### src/rtl/core/pee_pkg.sv
// Shared types and constants for the postfix expression evaluator.
package pee_pkg;

  typedef struct packed {
    logic [7:0] symbol;
    logic       end_of_expression;
  } pee_in_t;

  typedef struct packed {
    logic signed [31:0] value;
    logic [2:0]         status;
  } pee_out_t;

  typedef enum logic [2:0] {
    OP_PUSH = 3'd0,
    OP_MUL  = 3'd1,
    OP_DIV  = 3'd2,
    OP_ADD  = 3'd3,
    OP_SUB  = 3'd4,
    OP_POW  = 3'd5
  } pee_op_t;

  // Decoded request passed from the front end to the execute unit.
  typedef struct packed {
    pee_op_t     op;
    logic [31:0] imm;
    logic        last;
  } pee_cmd_t;

  localparam logic [2:0] ST_OK           = 3'd0;
  localparam logic [2:0] ST_UNDERFLOW    = 3'd1;
  localparam logic [2:0] ST_OVERFLOW     = 3'd2;
  localparam logic [2:0] ST_DIVZERO      = 3'd3;
  localparam logic [2:0] ST_ZERO_NEG_POW = 3'd4;

  localparam logic [7:0] CH_ZERO = 8'h30;
  localparam logic [7:0] CH_MUL  = 8'h2A;
  localparam logic [7:0] CH_DIV  = 8'h2F;
  localparam logic [7:0] CH_ADD  = 8'h2B;
  localparam logic [7:0] CH_SUB  = 8'h2D;
  localparam logic [7:0] CH_POW  = 8'h5E;

  localparam logic [31:0] ALL_ONES = 32'hFFFF_FFFF;

endpackage

### src/rtl/core/pee_front.sv
// Front end: request decode and a two-entry command queue.
module pee_front import pee_pkg::*; (
  input  logic     clk,
  input  logic     rst_n,
  input  logic     in_push,
  input  pee_in_t  in_req,
  output logic     in_full,
  output logic     cmd_valid,
  output pee_cmd_t cmd,
  input  logic     cmd_take
);

  pee_cmd_t   q_r [2];
  logic       rd_r, wr_r;
  logic [1:0] cnt_r;
  pee_cmd_t   dec;
  logic       do_push, do_pop;

  always_comb begin
    dec.last = in_req.end_of_expression;
    dec.imm  = {24'd0, in_req.symbol} - {24'd0, CH_ZERO};
    unique case (in_req.symbol)
      CH_MUL:  dec.op = OP_MUL;
      CH_DIV:  dec.op = OP_DIV;
      CH_ADD:  dec.op = OP_ADD;
      CH_SUB:  dec.op = OP_SUB;
      CH_POW:  dec.op = OP_POW;
      default: dec.op = OP_PUSH;
    endcase
  end

  assign in_full   = cnt_r == 2'd2;
  assign cmd_valid = cnt_r != 2'd0;
  assign cmd       = q_r[rd_r];
  assign do_push   = in_push && !in_full;
  assign do_pop    = cmd_take && cmd_valid;

  always_ff @(posedge clk) begin
    if (do_push) q_r[wr_r] <= dec;
    if (!rst_n) begin
      rd_r  <= 1'b0;
      wr_r  <= 1'b0;
      cnt_r <= 2'd0;
    end else begin
      if (do_push) wr_r <= ~wr_r;
      if (do_pop)  rd_r <= ~rd_r;
      cnt_r <= cnt_r + {1'b0, do_push} - {1'b0, do_pop};
    end
  end

endmodule

### config.mk
export PLATFORM = sky130hd
export DESIGN_NAME = pee_front
export DESIGN_NICKNAME = d
export VERILOG_FILES = /design/src/rtl/core/pee_pkg.sv /design/src/rtl/core/pee_front.sv
export SDC_FILE = /design/constraint.sdc
export NUM_CORES = 1
export LEC_CHECK = 0
export ABC_AREA = 1
export BUFFER_PORTS_ARGS = -buffer_cell sky130_fd_sc_hd__buf_2
export CAP_MARGIN = 20
export CORE_ASPECT_RATIO = 0.8
export CORE_UTILIZATION = 43
export DETAILED_ROUTE_END_ITERATION = 8
export GPL_ROUTABILITY_DRIVEN = 0
export PLACE_DENSITY = 0.76
export SETUP_SLACK_MARGIN = 0.02
export SKIP_CTS_REPAIR_TIMING = 1
export SLEW_MARGIN = 20
export SYNTH_ARGS = -nofsm -noshare
export SYNTH_HDL_FRONTEND = slang
export SYNTH_SLANG_ARGS = --single-unit
### constraint.sdc
create_clock -name clk -period 1.85 [get_ports clk]
set_input_delay 0.185 -clock clk [delete_from_list [all_inputs] [get_ports clk]]
set_output_delay 0.185 -clock clk [all_outputs]
set_load 0.01 [all_outputs]
==> metrics.txt <==
# TYPE chip_impl_metric gauge
chip_impl_info{name="result_of_the_run",value="finished, final reports clean"} 1
chip_impl_metric{name="irDropWorstVdd",unit="uV"} 581
chip_impl_metric{name="slew_headroom",unit=""} 0.636
chip_impl_metric{name="ys_seq_elements",unit=""} 31
chip_impl_info{name="final_cell_mix",value="50 x sky130_fd_sc_hd__buf_2, 26 x sky130_fd_sc_hd__edfxtp_1, 18 x sky130_fd_sc_hd__nand2_1, 16 x sky130_fd_sc_hd__inv_1, 14 x sky130_fd_sc_hd__nor2_1"} 1
chip_impl_metric{name="synthesis.yosys.warnings",unit=""} 0
chip_impl_metric{name="grt_start_max_net_pins",unit=""} 25
chip_impl_info{name="ctsRootBufferMaster",value="sky130_fd_sc_hd__clkbuf_8"} 1
chip_impl_metric{name="max-cap-violations",unit=""} 0
chip_impl_metric{name="worstPathRequired",unit="ps"} 1660
chip_impl_info{name="post-synth-top-area-cell",value="sky130_fd_sc_hd__edfxtp_1"} 1
chip_impl_metric{name="grt-ovfl-total",unit=""} 0
chip_impl_info{name="setup.worst_path.end_class",value="primary output"} 1
chip_impl_metric{name="initial_utilization",unit=""} 0.449
chip_impl_metric{name="clock.fmax",unit="MHz"} 594
chip_impl_metric{name="cts.path.max_buffers",unit=""} 2
chip_impl_metric{name="tmin_final",unit="ps"} 1680
chip_impl_metric{name="core_area",unit="um^2"} 3450
chip_impl_metric{name="clock_insertion_delay_worst_skew",unit="ps"} 280
chip_impl_info{name="synthTopCellsByArea",value="sky130_fd_sc_hd__edfxtp_1 50%, sky130_fd_sc_hd__buf_4 11%, sky130_fd_sc_hd__mux2_4 9.7%"} 1
chip_impl_metric{name="drtIter0Drc",unit=""} 50
chip_impl_metric{name="hpwl",unit="um"} 1900
chip_impl_metric{name="avgViaCountPerCell",unit=""} 4.54
chip_impl_metric{name="power",unit="mW"} 2.34
chip_impl_metric{name="detailedRoute.firstPassIterationCount",unit=""} 4
chip_impl_metric{name="post_drt_antenna_nets",unit=""} 0
chip_impl_metric{name="dieHeight",unit="um"} 55.7
chip_impl_metric{name="drive_above_1_share",unit=""} 0.428
chip_impl_metric{name="mappedNetlistArea",unit="um^2"} 1550
chip_impl_metric{name="timing.final.max_slew_violations",unit=""} 0
chip_impl_info{name="grt_setup_unrepaired",value="no"} 1
chip_impl_metric{name="setup-tns-final",unit="ps"} 0
chip_impl_metric{name="syn_nets",unit=""} 149
chip_impl_metric{name="io_pins",unit=""} 51
chip_impl_metric{name="average_wire_length_per_cell_after_detail_routing",unit="um"} 12.3
chip_impl_metric{name="grt_util_all_layers",unit=""} 0.144
chip_impl_metric{name="total_leakage_power",unit="nW"} 0.837
chip_impl_metric{name="cts_max_level",unit=""} 2
chip_impl_metric{name="worst_skew",unit="ps"} 3.00
chip_impl_metric{name="dieWidth",unit="um"} 69.1
chip_impl_metric{name="num_antenna_cells",unit=""} 0
chip_impl_metric{name="num_rows",unit=""} 19
chip_impl_info{name="crit_path_start_kind",value="flip-flop"} 1
chip_impl_metric{name="max_slew.worst_pin.slew",unit="ps"} 546
chip_impl_metric{name="syn_to_final_growth",unit="%"} 13.7
chip_impl_metric{name="critical_path_arrival",unit="ps"} 1500
chip_impl_metric{name="route.detailed.drc",unit=""} 0
chip_impl_metric{name="global_route_wire_length_before_repair",unit="um"} 4060
chip_impl_metric{name="fp.dieArea",unit="um^2"} 3850
chip_impl_metric{name="synth_area_per_cell",unit="um^2"} 11.8
chip_impl_metric{name="grt_antenna_before_repair",unit=""} 0
chip_impl_metric{name="port_buffers",unit=""} 50
chip_impl_metric{name="largest_fanout_on_the_critical_path",unit=""} 8
chip_impl_metric{name="synth_sequential_area_ratio",unit=""} 0.569
chip_impl_metric{name="total_wirelength_of_the_detailed_routed_design",unit="um"} 2570
chip_impl_metric{name="power_per_cell_area",unit="nW/um^2"} 1330
chip_impl_metric{name="fin_crit_sh",unit=""} 0.910
chip_impl_metric{name="cts.sinks",unit=""} 31
chip_impl_info{name="worstHoldPathType",value="in2reg"} 1
chip_impl_metric{name="post_synth_top_area_share",unit=""} 0.504
chip_impl_metric{name="synth_cell_type_count",unit=""} 15
chip_impl_info{name="worstSetupPathType",value="reg2out"} 1
chip_impl_metric{name="syn_inst",unit=""} 131
chip_impl_metric{name="final_hold_viol_count",unit=""} 0
chip_impl_metric{name="inserted_clock_buffers",unit=""} 5
chip_impl_info{name="final_common_cell",value="sky130_fd_sc_hd__buf_2"} 1
chip_impl_metric{name="cts.reportedPaths.clkPinSlew",unit="ps"} 60
chip_impl_metric{name="final_net_count",unit=""} 184
chip_impl_info{name="tritoncts",value="done"} 1
chip_impl_metric{name="finalSetupViolCount",unit=""} 0
chip_impl_metric{name="vias",unit=""} 945
chip_impl_metric{name="grt_pass1_vias",unit=""} 940
[path summary, 6_finish.rpt]
path,startpoint,to,slack (ps),depth (start not counted)
max,flip-flop,cmd[4],170,3
min,in_req[0],q_r[0][0]$_DFFE_PP_,90,1
max reg2reg,cnt_r[0]$_SDFF_PN0_,cnt_r[1]$_SDFF_PN0_,220,10
min reg2reg,rd_r$_SDFFE_PN0P_,flip-flop,510,2
[synthesized netlist by cell type]
cell type	n
sky130_fd_sc_hd__buf_6	1
sky130_fd_sc_hd__dfxtp_1	5
sky130_fd_sc_hd__mux2_4	10
sky130_fd_sc_hd__nand3_1	4
sky130_fd_sc_hd__buf_4	23
sky130_fd_sc_hd__nand2_1	18
sky130_fd_sc_hd__nor3_1	1
sky130_fd_sc_hd__nor2_1	14
sky130_fd_sc_hd__xor2_1	1
sky130_fd_sc_hd__inv_1	16
sky130_fd_sc_hd__mux2_2	3
sky130_fd_sc_hd__ha_1	5
sky130_fd_sc_hd__a21oi_1	3
sky130_fd_sc_hd__edfxtp_1	26
sky130_fd_sc_hd__xnor2_1	1
[per-stage QoR]
step / utilization / setup slack, ps / hold slack, ps / area (um^2) / instances
2_1_floorplan: - / 338 / 278 / 1550 / 131
3_3_place_gp: 0.488 / 423 / 380 / 1680 / 201
3_5_place_dp: 0.488 / 234 / 382 / 1680 / 201
4_1_cts: 0.511 / 137 / 83.4 / 1760 / 208
5_1_grt: 0.511 / 79.3 / 84.7 / 1760 / 208
6_report: 0.511 / 166 / 87.8 / 1760 / 208
[flip-flops by register name, indices dropped and copies added (netlist names), named ones only]
| register | cells |
|---|---|
| q_r | 26 |
| cnt_r | 2 |
| rd_r | 1 |
| wr_r | 1 |
[power by group]
part           internal [mW]  switching, mW  total [mW]
Clock                  0.249          0.235       0.484
Sequential             0.899         0.0604       0.960
Combinational          0.403          0.492       0.895
Total                   1.55          0.787        2.34
[layout make-up]
class,count,area [um^2]
Tap cell,42,52.6
Clock inverter,2,8.76
Inverter,16,60.1
Sequential cell,31,881
Clock buffer,5,68.8
Multi-Input combinational cell,60,424
Timing Repair Buffer,52,265
Fill cell,314,1690
[critical path, cell delays in order, from the launching register on]
cell                      delay [ps]
sky130_fd_sc_hd__dfxtp_1         490
sky130_fd_sc_hd__buf_4           270
sky130_fd_sc_hd__mux2_4          310
sky130_fd_sc_hd__buf_2           140
[logic make-up after synthesis]
family | after synthesis | share of synthesized area
compound gates | 3 | 0.00969
xor+xnor | 2 | 0.0113
fa+ha+maj | 5 | 0.0404
buf+inv | 40 | 0.158
flops | 31 | 0.569
mux | 13 | 0.119
simple gates | 37 | 0.0937
[metal layers]
layer	wire, um	vias up	global-route usage
met2	1320	29	0.247
met5	0	-	0
met3	191	5	0.0507
met1	1020	436	0.150
li1	-	475	-
met4	42	0	0.0904
(Power assumes the default switching activity.)
