--- config.mk ---
export PLATFORM = sky130hd
export DESIGN_NAME = pee_back
export DESIGN_NICKNAME = d
export VERILOG_FILES = /design/src/rtl/core/pee_pkg.sv /design/src/rtl/core/pee_back.sv
export SDC_FILE = /design/constraint.sdc
export NUM_CORES = 2
export LEC_CHECK = 0
export BUFFER_PORTS_ARGS = -buffer_cell sky130_fd_sc_hd__buf_2
export CORE_MARGIN = 5
export CORE_UTILIZATION = 30
export DETAILED_ROUTE_END_ITERATION = 16
export HOLD_SLACK_MARGIN = 0.06
export PLACE_DENSITY_LB_ADDON = 0.25
export SYNTH_ARGS = -nofsm -noshare
export SYNTH_HDL_FRONTEND = slang
export SYNTH_SLANG_ARGS = --single-unit
--- constraint.sdc ---
create_clock -name clk -period 18.12 [get_ports clk]
set_input_delay 3.624 -clock clk [delete_from_list [all_inputs] [get_ports clk]]
set_output_delay 3.624 -clock clk [all_outputs]
set_load 0.01 [all_outputs]
--- src/rtl/core/pee_pkg.sv ---
// Shared types and constants for the postfix expression evaluator.
package pee_pkg;

  typedef struct packed {
    logic [7:0] symbol;
    logic       end_of_expression;
  } pee_in_t;

  typedef struct packed {
    logic signed [31:0] value;
    logic [2:0]         status;
  } pee_out_t;

  typedef enum logic [2:0] {
    OP_PUSH = 3'd0,
    OP_MUL  = 3'd1,
    OP_DIV  = 3'd2,
    OP_ADD  = 3'd3,
    OP_SUB  = 3'd4,
    OP_POW  = 3'd5
  } pee_op_t;

  // Decoded request passed from the front end to the execute unit.
  typedef struct packed {
    pee_op_t     op;
    logic [31:0] imm;
    logic        last;
  } pee_cmd_t;

  localparam logic [2:0] ST_OK           = 3'd0;
  localparam logic [2:0] ST_UNDERFLOW    = 3'd1;
  localparam logic [2:0] ST_OVERFLOW     = 3'd2;
  localparam logic [2:0] ST_DIVZERO      = 3'd3;
  localparam logic [2:0] ST_ZERO_NEG_POW = 3'd4;

  localparam logic [7:0] CH_ZERO = 8'h30;
  localparam logic [7:0] CH_MUL  = 8'h2A;
  localparam logic [7:0] CH_DIV  = 8'h2F;
  localparam logic [7:0] CH_ADD  = 8'h2B;
  localparam logic [7:0] CH_SUB  = 8'h2D;
  localparam logic [7:0] CH_POW  = 8'h5E;

  localparam logic [31:0] ALL_ONES = 32'hFFFF_FFFF;

endpackage

--- src/rtl/core/pee_back.sv ---
// Back end: operand stack, iterative divider and power loop, result register.
module pee_back import pee_pkg::*; #(
  parameter int STACK_DEPTH = 64
) (
  input  logic     clk,
  input  logic     rst_n,
  input  logic     cmd_valid,
  input  pee_cmd_t cmd,
  output logic     cmd_take,
  output logic     out_empty,
  input  logic     out_pop,
  output pee_out_t out_res
);

  localparam int AW = (STACK_DEPTH > 1) ? $clog2(STACK_DEPTH) : 1;
  localparam int CW = $clog2(STACK_DEPTH + 1);
  localparam logic [CW-1:0] DEPTH_C = CW'(STACK_DEPTH);

  typedef enum logic [3:0] {
    S_IDLE, S_POP1, S_POP2, S_CALC, S_DIV, S_POW, S_MUL2, S_PUSH, S_FIN, S_FIN2, S_OUT
  } state_t;

  logic [31:0] mem [STACK_DEPTH];
  logic [31:0] rdata_r;

  state_t      st_r;
  logic [CW-1:0] cnt_r;
  logic [2:0]  err_r;
  pee_cmd_t    cmd_r;
  logic [31:0] rhs_r, lhs_r, res_r;
  logic [31:0] acc_r, base_r, ex_r;
  logic [31:0] quo_r, rem_r, num_r, den_r;
  logic        neg_r;
  logic [5:0]  it_r;
  logic        pop_ok_r;
  logic        out_v_r;
  pee_out_t    out_r;

  logic        can_pop;
  logic [AW-1:0] top_idx;
  logic [32:0] trial;
  logic [63:0] mul_a, mul_b;

  assign can_pop  = cnt_r != '0;
  assign top_idx  = AW'(cnt_r - CW'(1));
  assign cmd_take = st_r == S_IDLE && !out_v_r;
  assign out_empty = !out_v_r;
  assign out_res   = out_r;
  assign trial     = {rem_r, num_r[31]} - {1'b0, den_r};
  assign mul_a     = {32'd0, acc_r} * {32'd0, base_r};
  assign mul_b     = {32'd0, base_r} * {32'd0, base_r};

  always_ff @(posedge clk) begin
    rdata_r <= mem[top_idx];
  end

  always_ff @(posedge clk) begin
    if (st_r == S_PUSH && cnt_r < DEPTH_C) mem[AW'(cnt_r)] <= res_r;
  end

  always_ff @(posedge clk) begin
    if (!rst_n) begin
      st_r    <= S_IDLE;
      cnt_r   <= '0;
      err_r   <= ST_OK;
      out_v_r <= 1'b0;
    end else begin
      if (out_pop && out_v_r) out_v_r <= 1'b0;
      unique case (st_r)
        S_IDLE: begin
          if (cmd_valid && !out_v_r) begin
            cmd_r <= cmd;
            res_r <= cmd.imm;
            st_r  <= (cmd.op == OP_PUSH) ? S_PUSH : S_POP1;
          end
        end
        S_POP1: begin
          // read data for the top entry is registered this cycle
          pop_ok_r <= can_pop;
          if (can_pop) cnt_r <= cnt_r - CW'(1);
          else if (err_r == ST_OK) err_r <= ST_UNDERFLOW;
          st_r <= S_POP2;
        end
        S_POP2: begin
          rhs_r    <= pop_ok_r ? rdata_r : ALL_ONES;
          pop_ok_r <= can_pop;
          if (can_pop) cnt_r <= cnt_r - CW'(1);
          else if (err_r == ST_OK) err_r <= ST_UNDERFLOW;
          st_r <= S_CALC;
        end
        S_CALC: begin
          lhs_r <= pop_ok_r ? rdata_r : ALL_ONES;
          st_r  <= S_MUL2;
        end
        S_MUL2: begin
          st_r <= S_PUSH;
          case (cmd_r.op)
            OP_ADD: res_r <= lhs_r + rhs_r;
            OP_SUB: res_r <= lhs_r - rhs_r;
            OP_MUL: begin
              acc_r <= lhs_r; base_r <= rhs_r; ex_r <= 32'd1;
              res_r <= 32'd0; it_r <= 6'd0; st_r <= S_POW;
            end
            OP_DIV: begin
              if (rhs_r == 32'd0) begin
                res_r <= 32'd0;
                if (err_r == ST_OK) err_r <= ST_DIVZERO;
              end else begin
                num_r <= lhs_r[31] ? -lhs_r : lhs_r;
                den_r <= rhs_r[31] ? -rhs_r : rhs_r;
                neg_r <= lhs_r[31] ^ rhs_r[31];
                rem_r <= 32'd0; quo_r <= 32'd0; it_r <= 6'd0;
                st_r  <= S_DIV;
              end
            end
            OP_POW: begin
              if (rhs_r[31]) begin
                if (lhs_r == 32'd1) res_r <= 32'd1;
                else if (lhs_r == ALL_ONES) res_r <= rhs_r[0] ? ALL_ONES : 32'd1;
                else begin
                  res_r <= 32'd0;
                  if (lhs_r == 32'd0 && err_r == ST_OK) err_r <= ST_ZERO_NEG_POW;
                end
              end else begin
                acc_r <= 32'd1; base_r <= lhs_r; ex_r <= rhs_r;
                st_r  <= S_POW;
              end
            end
            default: res_r <= cmd_r.imm;
          endcase
        end
        S_DIV: begin
          if (!trial[32]) begin
            rem_r <= trial[31:0];
            quo_r <= {quo_r[30:0], 1'b1};
          end else begin
            rem_r <= {rem_r[30:0], num_r[31]};
            quo_r <= {quo_r[30:0], 1'b0};
          end
          num_r <= {num_r[30:0], 1'b0};
          it_r  <= it_r + 6'd1;
          if (it_r == 6'd31) st_r <= S_FIN2;
        end
        S_FIN2: begin
          res_r <= neg_r ? -quo_r : quo_r;
          st_r  <= S_PUSH;
        end
        S_POW: begin
          // square-and-multiply for ^, one exponent bit per cycle; * is a single multiply
          if (ex_r == 32'd0) begin
            res_r <= (cmd_r.op == OP_MUL) ? res_r : acc_r;
            st_r  <= S_PUSH;
          end else if (cmd_r.op == OP_MUL) begin
            res_r <= mul_a[31:0];
            ex_r  <= 32'd0;
          end else begin
            if (ex_r[0]) acc_r <= mul_a[31:0];
            base_r <= mul_b[31:0];
            ex_r   <= {1'b0, ex_r[31:1]};
          end
        end
        S_PUSH: begin
          if (cnt_r < DEPTH_C) cnt_r <= cnt_r + CW'(1);
          else if (err_r == ST_OK) err_r <= ST_OVERFLOW;
          st_r <= cmd_r.last ? S_FIN : S_IDLE;
        end
        S_FIN: begin
          pop_ok_r <= can_pop;
          if (!can_pop && err_r == ST_OK) err_r <= ST_UNDERFLOW;
          st_r <= S_OUT;
        end
        S_OUT: begin
          out_r.value  <= pop_ok_r ? rdata_r : ALL_ONES;
          out_r.status <= err_r;
          out_v_r <= 1'b1;
          cnt_r   <= '0;
          err_r   <= ST_OK;
          st_r    <= S_IDLE;
        end
        default: st_r <= S_IDLE;
      endcase
    end
  end

endmodule

==> results.md <==
* DRC Markers at 0
* Gpl congestion at 0.877
* Worst hold stages at 2
* Global route total overflow at 0
* Clock buffer depth at 4
* DIE AREA at between 400,000 and 500,000 µm²
* Row cnt at between 200 and 250
* Worst r2r src: base_r[3]$_DFFE_PP_
* Top post-synthesis cells by area: edfxtp_1 56%, fa_1 12%, mux4_2 12%
* First-pass GRT wire length at around 570,000 µm
* Cts bufs inserted at 283
* Sequential-to-total area share from yosys stat at 0.569
* Run status: complete, no violations
* Worst Path Buf+Inv at 9
* Port buffer count at 76
* Clock sink count at about 2,500
* Hold Crit Class: flip-flop to flip-flop
* Maximum Capacitance Violations at 0
* Syn Area/Cell at about 15 µm²
* Synth area leader: edfxtp_1
* FF+latch count, synth at 2,493
* Post-DP HPWL at 252,000 µm
* Initial core utilization at 0.301
* Clock Skew at 0.0598 ns
* Period Utilization, post-route at 0.469
* GRT Overall Usage at 0.173
* Routed WL at a little under 400,000 µm
* Vias at 73,700
* Yosys top cell area share at 0.562
* Endpoints failing setup at 0
* WHS Endpoint: out_v_r$_SDFFE_PN0P_
* Critical path arrival at a little over 9 ns
* Post-synth EDFFs at between 2,000 and 2,500
* Crit end category: flip-flop
* CTS root buffer: clkbuf_16
* Drt via density at 5.06
* Crit path launch type: flip-flop
* Leakage at approximately 52 nW
* CTS tree: yes
* Worst-Margin Slew at ~1.2 ns
* Synth unique cells at 84
* CP Data Required Time at between 15 and 20 ns
* Max Clk Rate at roughly 120 MHz
* # nets final at 9,728
* Worst-skew pair later-pin latency at slightly below 0.9 ns
* Slew headroom at 0.177
* Core area at around 430,000 µm²
* Starting DRT DRC Count at approximately 7,000
* DR WL/cell at about 27 µm
* R2r worst-path depth at 28
* Max Transition Viols Final at 0
* Die width at ~670 µm
* Vias in the first global route at ~78,000
* CP max FO at 57
* Final worst slack at just under 10 ns
* Pwr/cell area at 177 nW/µm²
* Cts hold-fix bufs at 0
* Pin count of the biggest net entering global routing at 140
* Reg2Reg Setup Slack at ~9.6 ns
* Ys Warns at 0
* Ys async rst share at 0
* Max FFs per register at roughly 2,000
* Layout cells sized above 1 at 0.167
* H-tree Lvls at 5
* I/O Pins at 77
* Setup tns final at 0 ns
* Crit path kind: flip-flop to flip-flop
* Post-synthesis cell count at 8,461
* Cell family with most CP delay: adder cells
* Pre-CTS WS at around 9.8 ns
* Final min period at 8.50 ns
* Synth Flop Type: edfxtp_1
* Post-CTS resize count at 0
* Antenna violations before repair at 32
* Post-CTS Setup Inserts at 0
* Clock slew seen by the registers of the worst setup and hold paths at ~0.060 ns
* Unrepaired setup endpoints after global routing: no
* Maximum vdd drop at between 0.2 and 0.3 mV
* Mapped Area at 131,000 µm²
* DR pass1 iterations at 7
* Die H at ~670 µm
* Final Hold Fails at 0
* CP max-delay cell: a2111oi_0
* Reg with most FFs: mem
* Worst r2r dst: base_r[29]$_DFFE_PP_
* Remaining antenna violation count at 0
* Slowest stage delay, CP at ~0.64 ns
* HP Start: out_v_r$_SDFFE_PN0P_
* Mapped Nets at 9,598
* Layout area overhead at 13.2%
## worst max-delay path by stage
stage	to	startpoint	cells after the start
detailed placement	base_r[29]$_DFFE_PP_	base_r[3]$_DFFE_PP_	28
global route	base_r[29]$_DFFE_PP_	base_r[3]$_DFFE_PP_	28
finish	base_r[29]$_DFFE_PP_	base_r[3]$_DFFE_PP_	28
CTS	base_r[29]$_DFFE_PP_	base_r[3]$_DFFE_PP_	28
floorplan	num_r[0]$_SDFFCE_PP0P_	rst_n	3
global placement	base_r[29]$_DFFE_PP_	base_r[3]$_DFFE_PP_	28
## logic make-up (layout without fill, tap and decap cells)
logic type / after synthesis / count (layout) / synth area share
mux: 698 / 698 / 0.118
simple gates: 1703 / 1703 / 0.0646
flops: 2493 / 2493 / 0.569
compound gates: 772 / 772 / 0.0384
other cells: 0 / 17 / 0
xor+xnor: 295 / 295 / 0.0199
buf+inv: 1403 / 1757 / 0.0405
fa+ha+maj: 1097 / 1097 / 0.150
## metrics by stage
step / utilization / power, mW / area, µm² / hold WS [ns] / instances
2_1_floorplan: - / 16.0 / 131000 / 0.431 / 8461
3_3_place_gp: 0.320 / 20.6 / 139000 / 0.461 / 14000
3_5_place_dp: 0.320 / 20.7 / 139000 / 0.463 / 14000
4_1_cts: 0.341 / 26.4 / 148000 / 0.470 / 14500
5_1_grt: 0.341 / 27.6 / 148000 / 0.503 / 14600
6_report: 0.341 / 26.2 / 148000 / 0.471 / 14600
## synthesized netlist by cell type, drive strengths merged, types with 172 or more instances
library cell	number
ha	320
nor2	256
fa	777
clkbuf	386
o21ai	207
a21oi	172
edfxtp	2446
and2	446
mux4	672
xnor2	177
inv	957
nand2	600
## tightest hold or removal path: stages (launching register included)
cell	delay, ns
dfxtp_1	0.31
nand2b_1	0.06
a21oi_1	0.06
## routing by layer
metal / up-vias / wire length (µm) / track usage
li1: 31100 / - / -
met1: 39600 / 162000 / 0.224
met2: 2344 / 197000 / 0.298
met3: 633 / 19000 / 0.0182
met4: 0 / 17200 / 0.0649
met5: - / 0 / 0
## final cells by class
class / instances / area (µm²)
Fill cell: 41800 / 286000
Sequential cell: 2493 / 74400
Multi-Input combinational cell: 4565 / 51700
Clock buffer: 353 / 7480
Tap cell: 5734 / 7170
Inverter: 957 / 3590
Timing Repair Buffer: 291 / 2070
Clock inverter: 156 / 1560
Antenna cell: 17 / 42.5
## power breakdown
group          total [mW]  internal, mW  switching, mW
registers            6.90          6.75          0.146
logic                13.7          5.54           8.13
clock network        5.60          3.24           2.36
total                26.2          15.5           10.6
## layout by cell type (no fill, tap or decap), types with 14 or more instances in the layout
cell type   instances
mux4_2            672
nand2_1           598
a31oi_1            40
nor3_1             65
inv_1             957
and3_1             20
o21a_1             32
a21o_1             54
fa_1              777
and2_1            446
clkinvlp_4         14
clkinv_2           31
nand2b_1           58
o31ai_1            37
diode_2            17
nor4_1             23
mux2i_1            21
bufinv_16          20
a21oi_1           167
xnor2_1           175
dfxtp_1            46
nor2b_1            20
o221ai_1           15
o21ai_0           203
xor2_1            115
clkbuf_1           61
buf_2              76
a22o_1             54
ha_1              319
clkinv_1           64
nand3_1            78
nor2_4             68
nor2_1            184
edfxtp_1         2446
clkbuf_16         287
o211ai_1           24
nand4_1            28
a211oi_1           18
or3_1              40
buf_4             209
No activity file was read; power rests on OpenSTA's default activity.
